===== config.mk =====
export PLATFORM = sky130hd
export DESIGN_NAME = hsl_to_rgbw_converter
export DESIGN_NICKNAME = d
export VERILOG_FILES = /design/src/sv/hslrgbw_pkg.sv /design/src/sv/hsl_to_rgbw_converter.sv /design/src/sv/hslrgbw_level.sv
export SDC_FILE = /design/constraint.sdc
export NUM_CORES = 2
export LEC_CHECK = 0
export ABC_AREA = 1
export CORE_UTILIZATION = 45
export DETAILED_ROUTE_END_ITERATION = 6
export DONT_BUFFER_PORTS = 1
export PLACE_DENSITY = 0.67
export SYNTH_ARGS = -nofsm -noshare
export SYNTH_HDL_FRONTEND = slang
export SYNTH_HIERARCHICAL = 1
export SYNTH_SLANG_ARGS = --single-unit

===== constraint.sdc =====
create_clock -name clk -period 5.69 [get_ports clk]
set_input_delay 0.2845 -clock clk [delete_from_list [all_inputs] [get_ports clk]]
set_output_delay 0.2845 -clock clk [all_outputs]
set_load 0.03 [all_outputs]

===== src/sv/hslrgbw_pkg.sv =====
// ============================================================================
// HSL to RGBW converter package
// Shared payload types, channel arithmetic widths and constants.
// ============================================================================
`default_nettype none

package hslrgbw_pkg;

    // Input transaction: one HSL color.
    typedef struct packed {
        logic [8:0] hue_degrees;
        logic [8:0] saturation;
        logic [8:0] lightness;
    } hsl_t;

    // Output transaction: one set of drive levels.
    typedef struct packed {
        logic [7:0] red_level;
        logic [7:0] green_level;
        logic [7:0] blue_level;
        logic [7:0] white_level;
    } rgbw_t;

    // Channel values in units of 1/(65536*60); wide enough for a channel
    // minus the common minimum.
    localparam int CHAN_W = 27;
    typedef logic signed [CHAN_W-1:0] chan_t;

    // Chroma in units of 1/65536.
    typedef logic signed [18:0] chroma_t;
    // 256 - |2L - 256|.
    typedef logic signed [9:0] span_t;

    // Hue sectors of 60 degrees; a boundary hue belongs to the lower sector.
    typedef enum logic [2:0] {
        SEC_RED_YEL = 3'd0,
        SEC_YEL_GRN = 3'd1,
        SEC_GRN_CYN = 3'd2,
        SEC_CYN_BLU = 3'd3,
        SEC_BLU_MAG = 3'd4,
        SEC_MAG_RED = 3'd5
    } sector_t;

    localparam logic [8:0] HUE_FULL   = 9'd360;
    localparam logic [8:0] SECTOR_DEG = 9'd60;

    // 1.0 in channel units; levels at or above it saturate.
    localparam chan_t UNIT_ONE = chan_t'(3932160);

    // Level = channel / 15360 = (channel >> 10) / 15.
    localparam int LEVEL_SHIFT = 10;
    localparam int QUO_W       = 12;
    // Reciprocal of 15 scaled by 2^16, rounded up; with a 24-bit product it
    // is exact for dividends below 3840, which covers every unsaturated channel.
    localparam logic [23:0] RECIP_15 = 24'd4370;

endpackage

`default_nettype wire


===== src/sv/hsl_to_rgbw_converter.sv =====
// ============================================================================
// HSL to RGBW converter
// Fully pipelined fixed-point HSL to RGB or RGBW drive-level conversion.
// ============================================================================
// Usage:
//   A color transaction is taken on every rising edge where start is high
//   and busy is low. busy is never raised, so one color enters per clock.
//   Seven pipeline stages follow: span and hue reduction, chroma multiply,
//   secondary multiply and offset, sector select, white extraction, and two
//   stages of level scaling. Each result appears on rgbw, in input order,
//   with done high for exactly one cycle as it leaves the last
//   level-scaling register. Throughput is one color per cycle.
//   The receiver has no way to stall, so each result must be taken in the
//   cycle it is shown.
//   cfg_write with cfg_data sets the white channel enable. When it is low,
//   white_level is zero and red, green and blue carry the full color. The user
//   must change it only while the pipeline is empty; the block does not check.
//   Reset clears the pipeline valid bits and the white enable; colors in
//   flight are dropped.
// ============================================================================
`default_nettype none

module hsl_to_rgbw_converter
    import hslrgbw_pkg::*;
(
    input  wire logic  clk,
    input  wire logic  rst_n,
    input  wire logic  cfg_write,
    input  wire logic  cfg_data,
    input  wire logic  start,
    output      logic  busy,
    input  wire hsl_t  hsl,
    output      logic  done,
    output      rgbw_t rgbw
);

    localparam int STAGES = 7;

    logic              wen_reg;
    logic              wen_next;
    logic [STAGES-1:0] vld_reg;
    logic [STAGES-1:0] vld_next;

    // Stage 1
    logic [8:0]  s1_hue_reg,  s1_hue_next;
    logic [8:0]  s1_sat_reg;
    logic [8:0]  s1_lit_reg;
    span_t       s1_span_reg, s1_span_next;
    logic signed [10:0] dev;
    logic [9:0]  dev_abs;
    logic signed [10:0] span_full;

    // Stage 2
    chroma_t     s2_c_reg,    s2_c_next;
    logic [8:0]  s2_lit_reg;
    sector_t     s2_sec_reg,  s2_sec_next;
    logic [6:0]  s2_frac_reg, s2_frac_next;
    logic [8:0]  hue_mod;

    // Stage 3
    chan_t       s3_cc_reg,   s3_cc_next;
    chan_t       s3_xx_reg,   s3_xx_next;
    chan_t       s3_m_reg,    s3_m_next;
    sector_t     s3_sec_reg;
    chan_t       c_ext;

    // Stage 4
    chan_t       s4_r_reg, s4_r_next;
    chan_t       s4_g_reg, s4_g_next;
    chan_t       s4_b_reg, s4_b_next;

    // Stage 5
    chan_t       s5_r_reg, s5_r_next;
    chan_t       s5_g_reg, s5_g_next;
    chan_t       s5_b_reg, s5_b_next;
    chan_t       s5_w_reg, s5_w_next;
    chan_t       min_rg;
    chan_t       min_rgb;

    // ------------------------------------------------------------------
    // Control: config register and stage valid bits
    // ------------------------------------------------------------------
    always_comb
    begin
        wen_next = cfg_write ? cfg_data : wen_reg;
        vld_next = {vld_reg[STAGES-2:0], start};
    end

    always_ff @(posedge clk or negedge rst_n)
    begin
        if (!rst_n)
        begin
            wen_reg <= 1'b0;
            vld_reg <= '0;
        end
        else
        begin
            wen_reg <= wen_next;
            vld_reg <= vld_next;
        end
    end

    assign busy = 1'b0;

    // ------------------------------------------------------------------
    // Stage 1: hue reduction and 256 - |2L - 256|
    // ------------------------------------------------------------------
    always_comb
    begin
        if (hsl.hue_degrees >= HUE_FULL)
        begin
            s1_hue_next = hsl.hue_degrees - HUE_FULL;
        end
        else
        begin
            s1_hue_next = hsl.hue_degrees;
        end
        dev          = $signed({1'b0, hsl.lightness, 1'b0}) - 11'sd256;
        dev_abs      = dev[10] ? 10'(-dev) : dev[9:0];
        span_full    = 11'sd256 - $signed({1'b0, dev_abs});
        s1_span_next = span_full[9:0];
    end

    always_ff @(posedge clk)
    begin
        s1_hue_reg  <= s1_hue_next;
        s1_sat_reg  <= hsl.saturation;
        s1_lit_reg  <= hsl.lightness;
        s1_span_reg <= s1_span_next;
    end

    // ------------------------------------------------------------------
    // Stage 2: chroma multiply, sector and position within the sector pair
    // ------------------------------------------------------------------
    always_comb
    begin
        s2_c_next = chroma_t'(s1_span_reg) * chroma_t'({1'b0, s1_sat_reg});

        if (s1_hue_reg <= SECTOR_DEG)
        begin
            s2_sec_next = SEC_RED_YEL;
        end
        else if (s1_hue_reg <= 9'(2 * SECTOR_DEG))
        begin
            s2_sec_next = SEC_YEL_GRN;
        end
        else if (s1_hue_reg <= 9'(3 * SECTOR_DEG))
        begin
            s2_sec_next = SEC_GRN_CYN;
        end
        else if (s1_hue_reg <= 9'(4 * SECTOR_DEG))
        begin
            s2_sec_next = SEC_CYN_BLU;
        end
        else if (s1_hue_reg <= 9'(5 * SECTOR_DEG))
        begin
            s2_sec_next = SEC_BLU_MAG;
        end
        else
        begin
            s2_sec_next = SEC_MAG_RED;
        end

        // Hue modulo 120, then the triangle 60 - |t - 60|.
        if (s1_hue_reg < 9'(2 * SECTOR_DEG))
        begin
            hue_mod = s1_hue_reg;
        end
        else if (s1_hue_reg < 9'(4 * SECTOR_DEG))
        begin
            hue_mod = s1_hue_reg - 9'(2 * SECTOR_DEG);
        end
        else
        begin
            hue_mod = s1_hue_reg - 9'(4 * SECTOR_DEG);
        end
        if (hue_mod <= SECTOR_DEG)
        begin
            s2_frac_next = hue_mod[6:0];
        end
        else
        begin
            s2_frac_next = 7'(9'(2 * SECTOR_DEG) - hue_mod);
        end
    end

    always_ff @(posedge clk)
    begin
        s2_c_reg    <= s2_c_next;
        s2_lit_reg  <= s1_lit_reg;
        s2_sec_reg  <= s2_sec_next;
        s2_frac_reg <= s2_frac_next;
    end

    // ------------------------------------------------------------------
    // Stage 3: chroma and secondary in channel units, offset m
    // ------------------------------------------------------------------
    always_comb
    begin
        c_ext      = chan_t'(s2_c_reg);
        s3_cc_next = c_ext * chan_t'(60);
        s3_xx_next = c_ext * chan_t'(s2_frac_reg);
        s3_m_next  = chan_t'(s2_lit_reg) * chan_t'(15360) - c_ext * chan_t'(30);
    end

    always_ff @(posedge clk)
    begin
        s3_cc_reg  <= s3_cc_next;
        s3_xx_reg  <= s3_xx_next;
        s3_m_reg   <= s3_m_next;
        s3_sec_reg <= s2_sec_reg;
    end

    // ------------------------------------------------------------------
    // Stage 4: sector routing plus offset
    // ------------------------------------------------------------------
    always_comb
    begin
        case (s3_sec_reg)
            SEC_RED_YEL:
            begin
                s4_r_next = s3_cc_reg;
                s4_g_next = s3_xx_reg;
                s4_b_next = '0;
            end
            SEC_YEL_GRN:
            begin
                s4_r_next = s3_xx_reg;
                s4_g_next = s3_cc_reg;
                s4_b_next = '0;
            end
            SEC_GRN_CYN:
            begin
                s4_r_next = '0;
                s4_g_next = s3_cc_reg;
                s4_b_next = s3_xx_reg;
            end
            SEC_CYN_BLU:
            begin
                s4_r_next = '0;
                s4_g_next = s3_xx_reg;
                s4_b_next = s3_cc_reg;
            end
            SEC_BLU_MAG:
            begin
                s4_r_next = s3_xx_reg;
                s4_g_next = '0;
                s4_b_next = s3_cc_reg;
            end
            default:
            begin
                s4_r_next = s3_cc_reg;
                s4_g_next = '0;
                s4_b_next = s3_xx_reg;
            end
        endcase
        s4_r_next = s4_r_next + s3_m_reg;
        s4_g_next = s4_g_next + s3_m_reg;
        s4_b_next = s4_b_next + s3_m_reg;
    end

    always_ff @(posedge clk)
    begin
        s4_r_reg <= s4_r_next;
        s4_g_reg <= s4_g_next;
        s4_b_reg <= s4_b_next;
    end

    // ------------------------------------------------------------------
    // Stage 5: when white is enabled, move the common minimum into white
    // ------------------------------------------------------------------
    always_comb
    begin
        min_rg  = (s4_g_reg < s4_r_reg) ? s4_g_reg : s4_r_reg;
        min_rgb = (s4_b_reg < min_rg) ? s4_b_reg : min_rg;
        if (wen_reg)
        begin
            s5_r_next = s4_r_reg - min_rgb;
            s5_g_next = s4_g_reg - min_rgb;
            s5_b_next = s4_b_reg - min_rgb;
            s5_w_next = min_rgb;
        end
        else
        begin
            s5_r_next = s4_r_reg;
            s5_g_next = s4_g_reg;
            s5_b_next = s4_b_reg;
            s5_w_next = '0;
        end
    end

    always_ff @(posedge clk)
    begin
        s5_r_reg <= s5_r_next;
        s5_g_reg <= s5_g_next;
        s5_b_reg <= s5_b_next;
        s5_w_reg <= s5_w_next;
    end

    // ------------------------------------------------------------------
    // Stages 6 and 7: clamp and scale to 8-bit levels
    // ------------------------------------------------------------------
    hslrgbw_level u_level_red
    (
        .clk   (clk),
        .value (s5_r_reg),
        .level (rgbw.red_level)
    );

    hslrgbw_level u_level_green
    (
        .clk   (clk),
        .value (s5_g_reg),
        .level (rgbw.green_level)
    );

    hslrgbw_level u_level_blue
    (
        .clk   (clk),
        .value (s5_b_reg),
        .level (rgbw.blue_level)
    );

    hslrgbw_level u_level_white
    (
        .clk   (clk),
        .value (s5_w_reg),
        .level (rgbw.white_level)
    );

    assign done = vld_reg[STAGES-1];

endmodule

`default_nettype wire


===== src/sv/hslrgbw_level.sv =====
// ============================================================================
// Channel to drive level
// Two-stage clamp and divide-by-15360 of one channel value, saturating at 255.
// ============================================================================
`default_nettype none

module hslrgbw_level
    import hslrgbw_pkg::*;
(
    input  wire logic        clk,
    input  wire chan_t       value,
    output      logic [7:0]  level
);

    logic [QUO_W-1:0] x_reg;
    logic [QUO_W-1:0] x_next;
    logic             sat_reg;
    logic             sat_next;
    logic [7:0]       level_reg;
    logic [7:0]       level_next;
    logic [23:0]      prod;

    always_comb
    begin
        sat_next = (value >= UNIT_ONE);
        if (value <= chan_t'(0))
        begin
            x_next = '0;
        end
        else
        begin
            x_next = value[LEVEL_SHIFT+QUO_W-1:LEVEL_SHIFT];
        end
    end

    // The quotient by 15 comes from a multiply by the rounded-up reciprocal.
    always_comb
    begin
        prod = 24'(x_reg) * RECIP_15;
        if (sat_reg)
        begin
            level_next = 8'hFF;
        end
        else
        begin
            level_next = prod[23:16];
        end
    end

    always_ff @(posedge clk)
    begin
        x_reg     <= x_next;
        sat_reg   <= sat_next;
        level_reg <= level_next;
    end

    assign level = level_reg;

endmodule

`default_nettype wire


==> impl_metrics.env <==
export IMPL_status="complete, no violations"
export IMPL_yosysUniqueCellTypes=60
export IMPL_critPathMaxStageDelay_ns=0.51
export IMPL_routed_wl_um=111000
export IMPL_synth_adder_area_share_pct=31.6
export IMPL_hold_viol_final=0
export IMPL_synth_compound_area_share_pct=13.2
export IMPL_clockRootBuffer="clkbuf_16"
export IMPL_finalSetupViolCount=0
export IMPL_min_from="hsl[5]"
export IMPL_io_buffers=0
export IMPL_post_route_worst_setup_slack_ns=0.243
export IMPL_start_kind="flop"
export IMPL_final_layout_size_suffix_gt1_share_pct=9.22
export IMPL_avgRoutedWirePerCell_um=16.8
export IMPL_cp_num_buf_inv=4
export IMPL_grt_pass1_wl_um=176000
export IMPL_path_max_fanout=10
export IMPL_final_util_pct=51.6
export IMPL_via_per_inst=5.20
export IMPL_cts_tree="yes"
export IMPL_dieArea_mm2=0.0896
export IMPL_firstDrtPassIters=7
export IMPL_final_cells=6612
export IMPL_endpoint_kind="flop"
export IMPL_r2r_start="s2_c_reg[1]$_DFF_P_"
export IMPL_via_count=34400
export IMPL_clkSinkCount=421
export IMPL_period_minus_slack_ns=5.45
export IMPL_synth_top_family_by_area="adder cells"
export IMPL_syn_to_final_growth_pct=13.1
export IMPL_hold_class="input pin to flop"
export IMPL_path_clk_slew_ns=0.06
export IMPL_final_cell_mix="nand2_1 (999), inv_1 (944), ha_1 (602), dfxtp_1 (400), nor2_1 (340)"
export IMPL_crit_start="s2_c_reg[1]$_DFF_P_"
export IMPL_ys_seq_area_share_pct=21.3
export IMPL_netlist_area_mm2=0.0398
export IMPL_drv_slew=0
export IMPL_slowest_stage="fa_1"
export IMPL_antenna_found_initial=0
export IMPL_clock_path_buffers=3
export IMPL_synth_simple_area_share_pct=18.5
export IMPL_grt_overflow_total=0
export IMPL_layout_commonest_cell="nand2_1"
export IMPL_die_y_um=299
export IMPL_synthXorXnorAreaFrac_pct=5.28
export IMPL_crit_top_cell="nand2_1"
export IMPL_max_cap_violations=0
export IMPL_dp_slack_ns=0.0781
export IMPL_clk_insertion_delay_late_ns=0.64
export IMPL_grtUsageTotal_pct=24.6
export IMPL_synth_async_sr_flop_share_pct=1.90
export IMPL_synthFlopType="dfxtp_1"
export IMPL_synth_cells=5209
export IMPL_maxSlewHeadroom_pct=21.0
export IMPL_initial_core_util_pct=45.6
export IMPL_critPathRequiredTime_ns=6.20
export IMPL_post_route_period_util_pct=95.7
export IMPL_ys_ff_latch=421
export IMPL_grt_start_max_net_pins=63
export IMPL_cts_made_buffers=51
export IMPL_htree_levels=2
export IMPL_gp_congestion=0.994
export IMPL_dr_first_iter_drc_count=2253
export IMPL_syn_avg_cell_area_um2=7.63
export IMPL_fmaxAchievable_mhz=184
export IMPL_worstSetupPathType="flop to flop"
export IMPL_core_area_mm2=0.0872
export IMPL_tightest_slew_ns=1.19
export IMPL_path_delay_family="adder cells"
export IMPL_dp_cells=6468
export IMPL_route_detailed_drc=0
export IMPL_rows=108
export IMPL_arrival_ns=5.96
export IMPL_synth_mux_area_share_pct=0
export IMPL_postRouteAntennaNets=0
export IMPL_io_pins=66
export IMPL_finalClockSkew_ns=0.0497
export IMPL_synth_edf_count=0
export IMPL_synth_warnings=6
export IMPL_dp_final_hpwl_um=92300
export IMPL_die_w_um=299
export IMPL_final_net_count=6304
export IMPL_grt_pass1_vias=33400
## worst reg2reg max path: stages, from the launching register on
cell,delay (ns)
dfxtp_1,0.45
buf_4,0.24
ha_1,0.21
inv_1,0.09
fa_1,0.46
fa_1,0.51
inv_1,0.04
ha_1,0.35
nand3_1,0.11
nand2_1,0.12
a21o_1,0.18
a21oi_1,0.23
o21ai_1,0.13
nand2_1,0.08
nand2_1,0.07
xor2_1,0.29
inv_1,0.13
ha_1,0.38
a21oi_1,0.31
o21ai_0,0.18
a221oi_1,0.33
nand2_1,0.14
nand2_1,0.10
nand2_1,0.07
nand2_1,0.06
nand2_1,0.05
## metrics by stage
step | hold WS, ns | TNS (ns) | cell area (um^2)
after floorplan | -0.0111 | 0 | 39800
after global placement | -0.0110 | 0 | 42300
after detailed placement | -0.0110 | 0 | 42300
after CTS | 0.00683 | 0 | 44500
after global routing | 0.0345 | -0.151 | 45000
final | 0.0376 | 0 | 45000
## layer usage
layer	vias to the layer above	wire length (um)	GRT usage, %
met5	-	0	0
li1	17300	-	-
met4	0	5170	10.4
met2	825	51100	41.1
met3	235	5090	2.64
met1	16100	49600	32.1
## cell type report
| cell class | count | area, um^2 |
|---|---|---|
| Antenna cell | 1 | 2.50 |
| Inverter | 950 | 3570 |
| Sequential cell | 421 | 8500 |
| Timing Repair Buffer | 250 | 2070 |
| Clock buffer | 61 | 1400 |
| Tap cell | 1155 | 1450 |
| Fill cell | 8460 | 42200 |
| Clock inverter | 33 | 395 |
| Multi-Input combinational cell | 3741 | 27600 |
## logic make-up (layout without fill, tap and decap cells)
logic type,after synthesis,count (layout)
fa+ha+maj,857,857
xor+xnor,239,239
simple gates,1752,1752
compound gates,888,888
other cells,1,6
flops,421,421
buf+inv,1051,1294
## worst paths after layout
check                                               to  slack (ns)  depth (start not counted)
max in group asynchronous          wen_reg$_DFFE_PN0P_        4.85                          2
worst max-delay path              s3_m_reg[23]$_DFF_P_        0.24                         25
min in group asynchronous         vld_reg[3]$_DFF_PN0_        0.56                          2
worst max register to register    s3_m_reg[23]$_DFF_P_        0.24                         25
worst min register to register   s3_sec_reg[1]$_DFF_P_        0.32                          0
worst min-delay path            s1_span_reg[6]$_DFF_P_        0.04                          3
## cell usage after synthesis, drive strengths merged, types with 3 or more instances
cell type	instances	area share, %
buf	24	0.46
or2	19	0.30
o22ai	71	1.1
xnor2	93	2.0
nor3b	5	0.14
nor3	59	0.81
a21oi	341	4.3
and2	6	0.094
a21o	44	0.83
o211a	3	0.076
nand4	60	0.94
a31oi	33	0.52
o21a	15	0.30
nand3b	4	0.076
a211oi	4	0.076
nand2	1014	9.7
dfrtp	8	0.50
xor2	146	3.2
o211ai	10	0.19
o31ai	10	0.19
o21bai	42	0.83
a311o	3	0.076
a21boi	15	0.31
dfxtp	413	21
clkbuf	77	0.73
nor2	361	3.5
fa	243	12
nor4	35	0.55
ha	614	19
a221oi	3	0.066
o21ai	285	4.1
inv	949	9.0
nand3	189	2.4
## what timing repair did
action / CTS / global route
hold buffers: 36 / 0
setup endpoints to repair: 0 / 59
buffers inserted: 0 / 9
resized for setup: 0 / 98
hold endpoints to repair: 42 / 0
Power is not shown: default switching activity piles up to over one toggle a cycle in this logic, so the estimate is an artifact.
